## config.mk

```make
export PLATFORM = sky130hd
export DESIGN_NAME = led_driver_serial_refresh
export DESIGN_NICKNAME = d
export VERILOG_FILES = /design/src/sv/ldsr_pkg.sv /design/src/sv/led_driver_serial_refresh.sv
export SDC_FILE = /design/constraint.sdc
export NUM_CORES = 1
export LEC_CHECK = 0
export ABC_AREA = 1
export BUFFER_PORTS_ARGS = -buffer_cell sky130_fd_sc_hd__buf_2
export CAP_MARGIN = 0
export CORE_MARGIN = 10
export CORE_UTILIZATION = 60
export DETAILED_ROUTE_END_ITERATION = 7
export GPL_TIMING_DRIVEN = 0
export HOLD_SLACK_MARGIN = 0.05
export PLACE_DENSITY = 0.79
export SLEW_MARGIN = 5
export SYNTH_ARGS = -nofsm -noshare
export SYNTH_HDL_FRONTEND = slang
export SYNTH_SLANG_ARGS = --single-unit
```

## constraint.sdc

```tcl
create_clock -name clk -period 3.6 [get_ports clk]
set_input_delay 0.36 -clock clk [delete_from_list [all_inputs] [get_ports clk]]
set_output_delay 0.36 -clock clk [all_outputs]
set_load 0.01 [all_outputs]
```

## src/sv/ldsr_pkg.sv

```systemverilog
`default_nettype none

package ldsr_pkg;

	typedef enum logic [1:0] {
		MODE_WRITE = 2'd0,
		MODE_START = 2'd1,
		MODE_TICK  = 2'd2,
		MODE_NONE  = 2'd3
	} mode_t;

	typedef enum logic [2:0] {
		PH_IDLE,
		PH_MODE,
		PH_DATA,
		PH_ADDR,
		PH_ADDR0,
		PH_CTRL,
		PH_FINISH
	} phase_t;

	typedef enum logic [1:0] {
		ST_STB_LOW,
		ST_CLK_LOW,
		ST_CLK_HIGH,
		ST_STB_HIGH
	} step_t;

	localparam int CFG_INDEX_W = 3;
	localparam int CFG_DATA_W  = 8;

	localparam logic [CFG_INDEX_W-1:0] REG_HALF_PERIOD = 3'd0;
	localparam logic [CFG_INDEX_W-1:0] REG_MODE_CMD    = 3'd1;
	localparam logic [CFG_INDEX_W-1:0] REG_DATA_CMD    = 3'd2;
	localparam logic [CFG_INDEX_W-1:0] REG_ADDR_BASE   = 3'd3;
	localparam logic [CFG_INDEX_W-1:0] REG_CTRL_CMD    = 3'd4;

	localparam logic [7:0] RST_HALF_PERIOD = 8'h01;
	localparam logic [7:0] RST_MODE_CMD    = 8'h02;
	localparam logic [7:0] RST_DATA_CMD    = 8'h44;
	localparam logic [7:0] RST_ADDR_BASE   = 8'hc0;
	localparam logic [7:0] RST_CTRL_CMD    = 8'h8c;

endpackage

`default_nettype wire

```

## src/sv/led_driver_serial_refresh.sv

```systemverilog
// an accepted item's result is registered into the output register
// throughput: one item per cycle unless m_tready stalls the output, the next state
// is computed in a single pass and the output register is refilled while its result is taken
// reset: arst_n clears the sequencer to idle, pins high, store zero and the
// configuration registers to their defaults
`default_nettype none

module led_driver_serial_refresh #(
	parameter int STORE_BYTES = 5
) (
	input  wire logic                              clk,
	input  wire logic                              arst_n,
	input  wire logic                              s_tvalid,
	output logic                                   s_tready,
	// digit_index [2:0], byte_value [10:3], zero [15:11]
	input  wire logic [15:0]                       s_tdata,
	// mode [1:0]
	input  wire logic [1:0]                        s_tuser,
	output logic                                   m_tvalid,
	input  wire logic                              m_tready,
	// clock_pin [0], data_pin [1], strobe_pin [2], busy_res [3], zero [7:4]
	output logic [7:0]                             m_tdata,
	output logic                                   m_tlast,
	input  wire logic                              cfg_we,
	input  wire logic [ldsr_pkg::CFG_INDEX_W-1:0]  cfg_index,
	input  wire logic [ldsr_pkg::CFG_DATA_W-1:0]   cfg_data
);

	localparam int IW = (STORE_BYTES > 1) ? $clog2(STORE_BYTES) : 1;

	logic [7:0] half_period_q, mode_cmd_q, data_cmd_q, addr_base_q, ctrl_cmd_q;
	logic [7:0] store_q [STORE_BYTES];

	ldsr_pkg::phase_t phase_q, phase_d;
	ldsr_pkg::step_t  step_q, step_d;
	logic [IW-1:0]    tcount_q, tcount_d;
	logic [2:0]       bcount_q, bcount_d;
	logic [7:0]       shift_q, shift_d;
	logic [7:0]       delay_q, delay_d;
	logic             second_q, second_d;
	logic             clk_pin_q, clk_pin_d;
	logic             dat_pin_q, dat_pin_d;
	logic             stb_pin_q, stb_pin_d;
	logic             done_d;

	logic             accept;
	logic [1:0]       mode_in;
	logic [2:0]       digit_in;
	logic [7:0]       byte_in;
	logic [7:0]       hold;
	logic [7:0]       cmd;
	logic [7:0]       store_rd;
	logic             last;

	assign mode_in  = s_tuser;
	assign digit_in = s_tdata[2:0];
	assign byte_in  = s_tdata[10:3];
	assign s_tready = !m_tvalid || m_tready;
	assign accept   = s_tvalid && s_tready;

	assign hold = (half_period_q == 8'd0) ? 8'd1 : half_period_q;
	assign store_rd = (int'(tcount_q) < STORE_BYTES) ? store_q[tcount_q] : store_q[0];

	always_comb begin
		unique case (phase_q)
			ldsr_pkg::PH_MODE:  cmd = mode_cmd_q;
			ldsr_pkg::PH_DATA:  cmd = data_cmd_q;
			ldsr_pkg::PH_ADDR:  cmd = addr_base_q + 8'({tcount_q, 1'b0});
			ldsr_pkg::PH_ADDR0: cmd = addr_base_q;
			default:            cmd = ctrl_cmd_q;
		endcase
	end

	always_comb begin
		phase_d   = phase_q;
		step_d    = step_q;
		tcount_d  = tcount_q;
		bcount_d  = bcount_q;
		shift_d   = shift_q;
		delay_d   = delay_q;
		second_d  = second_q;
		clk_pin_d = clk_pin_q;
		dat_pin_d = dat_pin_q;
		stb_pin_d = stb_pin_q;
		done_d    = 1'b0;
		last      = 1'b0;
		unique case (ldsr_pkg::mode_t'(mode_in))
			ldsr_pkg::MODE_START: begin
				if (phase_q == ldsr_pkg::PH_IDLE) begin
					phase_d  = ldsr_pkg::PH_MODE;
					step_d   = ldsr_pkg::ST_STB_LOW;
					tcount_d = '0;
					bcount_d = '0;
					delay_d  = '0;
					second_d = 1'b0;
				end
			end
			ldsr_pkg::MODE_TICK: begin
				if (phase_q != ldsr_pkg::PH_IDLE) begin
					if (delay_q != 8'd0) begin
						delay_d = delay_q - 8'd1;
						if (delay_q == 8'd1 && phase_q == ldsr_pkg::PH_FINISH) begin
							phase_d = ldsr_pkg::PH_IDLE;
							done_d  = 1'b1;
						end
					end else begin
						unique case (step_q)
							ldsr_pkg::ST_STB_LOW: begin
								stb_pin_d = 1'b0;
								shift_d   = cmd;
								bcount_d  = '0;
								second_d  = 1'b0;
								step_d    = ldsr_pkg::ST_CLK_LOW;
							end
							ldsr_pkg::ST_CLK_LOW: begin
								clk_pin_d = 1'b0;
								dat_pin_d = shift_q[0];
								step_d    = ldsr_pkg::ST_CLK_HIGH;
							end
							ldsr_pkg::ST_CLK_HIGH: begin
								clk_pin_d = 1'b1;
								shift_d   = {1'b0, shift_q[7:1]};
								if (bcount_q == 3'd7) begin
									bcount_d = '0;
									if ((phase_q == ldsr_pkg::PH_ADDR ||
									     phase_q == ldsr_pkg::PH_ADDR0) && !second_q) begin
										second_d = 1'b1;
										shift_d  = (phase_q == ldsr_pkg::PH_ADDR) ?
										           store_rd : store_q[0];
										step_d   = ldsr_pkg::ST_CLK_LOW;
									end else begin
										step_d = ldsr_pkg::ST_STB_HIGH;
									end
								end else begin
									bcount_d = bcount_q + 3'd1;
									step_d   = ldsr_pkg::ST_CLK_LOW;
								end
							end
							ldsr_pkg::ST_STB_HIGH: begin
								stb_pin_d = 1'b1;
								second_d  = 1'b0;
								step_d    = ldsr_pkg::ST_STB_LOW;
								unique case (phase_q)
									ldsr_pkg::PH_MODE: phase_d = ldsr_pkg::PH_DATA;
									ldsr_pkg::PH_DATA: begin
										phase_d  = ldsr_pkg::PH_ADDR;
										tcount_d = '0;
									end
									ldsr_pkg::PH_ADDR: begin
										if (int'(tcount_q) >= STORE_BYTES - 1) begin
											tcount_d = '0;
											phase_d  = ldsr_pkg::PH_ADDR0;
										end else begin
											tcount_d = tcount_q + IW'(1);
										end
									end
									ldsr_pkg::PH_ADDR0: phase_d = ldsr_pkg::PH_CTRL;
									default: begin
										phase_d = ldsr_pkg::PH_FINISH;
										last    = 1'b1;
									end
								endcase
							end
						endcase
						delay_d = hold - 8'd1;
						if (last && hold == 8'd1) begin
							phase_d = ldsr_pkg::PH_IDLE;
							done_d  = 1'b1;
						end
					end
				end
			end
			default: begin
			end
		endcase
	end

	always_ff @(posedge clk or negedge arst_n) begin
		if (!arst_n) begin
			half_period_q <= ldsr_pkg::RST_HALF_PERIOD;
			mode_cmd_q    <= ldsr_pkg::RST_MODE_CMD;
			data_cmd_q    <= ldsr_pkg::RST_DATA_CMD;
			addr_base_q   <= ldsr_pkg::RST_ADDR_BASE;
			ctrl_cmd_q    <= ldsr_pkg::RST_CTRL_CMD;
		end else if (cfg_we) begin
			unique case (cfg_index)
				ldsr_pkg::REG_HALF_PERIOD: half_period_q <= cfg_data;
				ldsr_pkg::REG_MODE_CMD:    mode_cmd_q    <= cfg_data;
				ldsr_pkg::REG_DATA_CMD:    data_cmd_q    <= cfg_data;
				ldsr_pkg::REG_ADDR_BASE:   addr_base_q   <= cfg_data;
				ldsr_pkg::REG_CTRL_CMD:    ctrl_cmd_q    <= cfg_data;
				default: begin
				end
			endcase
		end
	end

	always_ff @(posedge clk or negedge arst_n) begin
		if (!arst_n) begin
			for (int i = 0; i < STORE_BYTES; i++) begin
				store_q[i] <= '0;
			end
		end else if (accept && mode_in == ldsr_pkg::MODE_WRITE) begin
			for (int i = 0; i < STORE_BYTES; i++) begin
				if (int'(digit_in) == i) begin
					store_q[i] <= byte_in;
				end
			end
		end
	end

	always_ff @(posedge clk or negedge arst_n) begin
		if (!arst_n) begin
			phase_q   <= ldsr_pkg::PH_IDLE;
			step_q    <= ldsr_pkg::ST_STB_LOW;
			tcount_q  <= '0;
			bcount_q  <= '0;
			shift_q   <= '0;
			delay_q   <= '0;
			second_q  <= 1'b0;
			clk_pin_q <= 1'b1;
			dat_pin_q <= 1'b1;
			stb_pin_q <= 1'b1;
		end else if (accept) begin
			phase_q   <= phase_d;
			step_q    <= step_d;
			tcount_q  <= tcount_d;
			bcount_q  <= bcount_d;
			shift_q   <= shift_d;
			delay_q   <= delay_d;
			second_q  <= second_d;
			clk_pin_q <= clk_pin_d;
			dat_pin_q <= dat_pin_d;
			stb_pin_q <= stb_pin_d;
		end
	end

	always_ff @(posedge clk or negedge arst_n) begin
		if (!arst_n) begin
			m_tvalid <= 1'b0;
		end else if (accept) begin
			m_tvalid <= 1'b1;
		end else if (m_tready) begin
			m_tvalid <= 1'b0;
		end
	end

	always_ff @(posedge clk) begin
		if (accept) begin
			m_tdata <= {4'b0000, (phase_d != ldsr_pkg::PH_IDLE), stb_pin_d, dat_pin_d,
			            clk_pin_d};
			m_tlast <= done_d;
		end
	end

endmodule

`default_nettype wire
```

==> reports/qor.txt <==
Final Wtd Congestion - 0.907
Critical Path Max Stage Delay - 0.41 ns
RSZ-0062 raised after global routing - no
ANT nets after route - 0
crit end category - flop
clock share of power - 0.306
register bit total from synthesis - 117
Avg Cell Area, Syn - 7.49 sq um
ys flop type - dfrtp_1
Hold Path Sink - m_tvalid
Post-Synth XOR/XNOR Area - 0.00512
Worst Clk Skew - 0.00551 ns
Layout Cell Area excl Fill - 0.00786 sq mm
largest net degree at the start of global routing - 77
antenna violations before repair - 0
Tmin final - 2.20 ns
PortBufs - 35
fin nets - 1027
hold_sp - m_tready
Initial Utilization - 0.623
reg2reg setup slack - 1.40 ns
P_int - 3.53 mW
Synth Instances - 913
relative slew slack - 0.592
Ports - 45
FMAX - 0.455 GHz
DIE AREA - 0.0161 sq mm
Max IR drop VDD - 791 uV
clock latency on the worst-skew pair - 0.43 ns
worst slew pin tran - 0.610 ns
max cap viols - 0
Clk pin slew, worst setup/hold paths - 0.05 ns
M1 wire length - 7750 um
multiplexer area fraction after synthesis - 0.00165
DRC Markers - 0
path depth of the worst reg2reg path - 15
Net Sw Power - 2.17 mW
DRT Wirelength - 17100 um
CTS Buf Count - 17
number of global-route vias before repair - 5703
Setup Crit Path Kind - reg2reg
routed len/inst - 15.2 um
Placed Instance Area - 0.00724 sq mm
setup TNS - 0 ns
switching share of power - 0.381
EDFF count, synth - 5
Pwr Density - 725 mW/mm^2
top routing layer used - met4
CTS tree - done
CTS root buffer - clkbuf_16
post-synthesis sequential area ratio - 0.434
Post-synth ARST share - 0.957
Post-Synth Simple-Gate Area - 0.296
Initial DRT Pass Iterations - 5
H-tree levels - 4
compound-cell area share of the yosys netlist - 0.135
Post CTS Setup Buffer Count - 0
dpl cells - 1092
Worst EP required - 3.77 ns
crit path max fanout - 4
max-slew violation count - 0
Tcrit/Tclk final - 0.610
Vert. Die Dim - 127 um
startpoint types - flop
Tot Pwr - 5.70 mW
Final Hold Viols - 0
diode count - 0
metal2 WL - 8120 um
FF-to-FF Start - half_period_q[4]
Worst Hold Class - in2reg
status - finished clean
total gr overflow - 0
total number of yosys warnings - 0
worst-path cell chain - nor2_1, nand3_1, nor2_1, nand2_1, nand2_1, ha_1, inv_1, nor2_1, nand2_1, nor2_1, nand2_1, nand3_1, nor2_1, nor2_1, nand3_1
area of the core - 0.0110 sq mm
post-synthesis adder-cell area fraction - 0.0395
CP most frequent cell - nor2_1
non-filler cells, final - 1124
largest family of logic cells by synthesized area - simple AND/OR/NAND/NOR gates
share of layout cells above drive strength 1 - 0.139
# rows - 38
Lkg Pwr - 3.92 nW
post-synthesis cell area - 0.00684 sq mm
worst r2r dst - m_tdata[3]
dpl hpwl - 12300 um
first-pass GRT wire length - 28000 um
met3 WL - 963 um
Critical-path top delay cell - dfrtp_1
Arrival @ worst endpoint - 2.37 ns
hold depth - 4
Area growth syn-to-layout - 14.8%
Cell variety after synth - 45
part of the power in registers - 0.337
vias per cell - 5.41
Die Wd - 127 um
final setup violation count - 0
combinational power share - 0.357
GR Util All Layers - 0.213
CTS Buffer Depth - 2
post-CTS resize count - 0
routed vias - 6085
clock net sink count - 117
initial DRC count - 518
## layout make-up
cell class | instances | area, sq um
Multi-Input combinational cell | 651 | 3280
Tap cell | 140 | 175
Fill cell | 893 | 3120
Sequential cell | 117 | 2970
Inverter | 119 | 448
Clock inverter | 8 | 121
Clock buffer | 23 | 489
Buffer | 29 | 159
Timing Repair Buffer | 37 | 219
## power groups by stage
stage               registers, mW  clock network, mW  logic (mW)
finish                       1.92               1.74        2.03
global route                 1.96               1.81        2.32
CTS                          1.92               1.75        2.02
detailed placement           1.93                  0        1.99
global placement             1.92                  0        1.95
floorplan                    1.87                  0        1.52
## metal layers
layer  up-vias  track usage
met2       171        0.335
met5         -            0
li1       3035            -
met4         0       0.0663
met3        27       0.0512
met1      2852        0.284
## sequential cells by signal, summed over array words and instances (netlist names), 2 cells and up
register and cells:
m_tdata 4, step_q 2, phase_q 3, delay_q 8
store_q 40, shift_q 8, addr_base_q 8, bcount_q 3
mode_cmd_q 8, tcount_q 3, half_period_q 8, data_cmd_q 8
ctrl_cmd_q 8
## cells in the final DEF (no fill, tap or decap), types with 9 or more instances in the layout
cell / n
ha_1: 20
nand3_1: 59
clkbuf_1: 14
clkbuf_16: 18
dfstp_2: 12
buf_4: 9
a21oi_1: 23
dfrtp_1: 100
buf_2: 41
nand2_1: 287
o21ai_0: 120
inv_1: 111
nand4_1: 11
nor2_1: 60
## repair_timing
item                                   in CTS  in global routing
hold buffers                                1                  0
setup endpoints to repair                   0                  0
endpoints found under the hold margin      33                  0
## synthesized netlist by cell type, types with 2 or more instances
| cell | instances | area (sq um) |
|---|---|---|
| nand3_1 | 59 | 295 |
| xor2_1 | 3 | 26.3 |
| nand2_1 | 287 | 1080 |
| dfrtp_1 | 100 | 2500 |
| o21ai_0 | 120 | 601 |
| nor4_4 | 3 | 63.8 |
| buf_2 | 7 | 35.0 |
| o21a_1 | 7 | 52.6 |
| nand2_4 | 6 | 67.6 |
| clkbuf_1 | 11 | 41.3 |
| nor2_8 | 2 | 40.0 |
| o21ai_1 | 5 | 25.0 |
| buf_4 | 9 | 67.6 |
| a21oi_1 | 23 | 115 |
| nor2_1 | 60 | 225 |
| o22ai_1 | 3 | 18.8 |
| inv_1 | 111 | 417 |
| nand3_4 | 2 | 35.0 |
| inv_2 | 6 | 22.5 |
| dfstp_2 | 12 | 315 |
| o211ai_1 | 5 | 37.5 |
| o21ai_2 | 3 | 26.3 |
| nor2_4 | 5 | 56.3 |
| edfxtp_1 | 5 | 150 |
| nand4_1 | 11 | 68.8 |
| ha_1 | 20 | 250 |
| nor2_2 | 4 | 25.0 |
| nand2_2 | 7 | 43.8 |
## cells by family (layout without fill, tap and decap cells)
| logic type | count (synthesis) | count (layout) |
|---|---|---|
| buffers and inverters | 148 | 216 |
| flip-flops | 117 | 117 |
| AO/OA/AOI/OAI | 171 | 171 |
| AND/OR/NAND/NOR | 450 | 450 |
| adder cells (fa/ha/maj) | 21 | 21 |
| XOR/XNOR | 4 | 4 |
| multiplexers | 1 | 1 |
| other | 1 | 4 |
## how the worst max path moves through the flow
stage,start,to,slack (ns),cells past startpoint
after global placement,arst_n,bcount_q[0],0.85,1
after detailed placement,half_period_q[4],m_tdata[3],1.44,15
final,half_period_q[4],m_tdata[3],1.40,15
after floorplan,half_period_q[4],m_tdata[3],1.74,15
after global routing,half_period_q[5],m_tdata[3],1.16,15
after CTS,half_period_q[4],m_tdata[3],1.41,15
## metrics by stage
| stage | util | hold WS (ns) | setup WS [ns] |
|---|---|---|---|
| after floorplan | - | 0.0644 | 1.74 |
| after global placement | 0.656 | 0.456 | 0.848 |
| after detailed placement | 0.659 | 0.277 | 1.44 |
| after CTS | 0.716 | 0.201 | 1.41 |
| after global routing | 0.716 | 0.240 | 1.16 |
| final | 0.716 | 0.205 | 1.40 |
## worst max-delay path: cells and delay by family, from the launching register on
family,cells,cell delay (ns)
AND/OR/NAND/NOR,13,1.28
flip-flops,1,0.41
adder cells (fa/ha/maj),1,0.19
buffers and inverters,1,0.04
(Power assumes the default switching activity.)
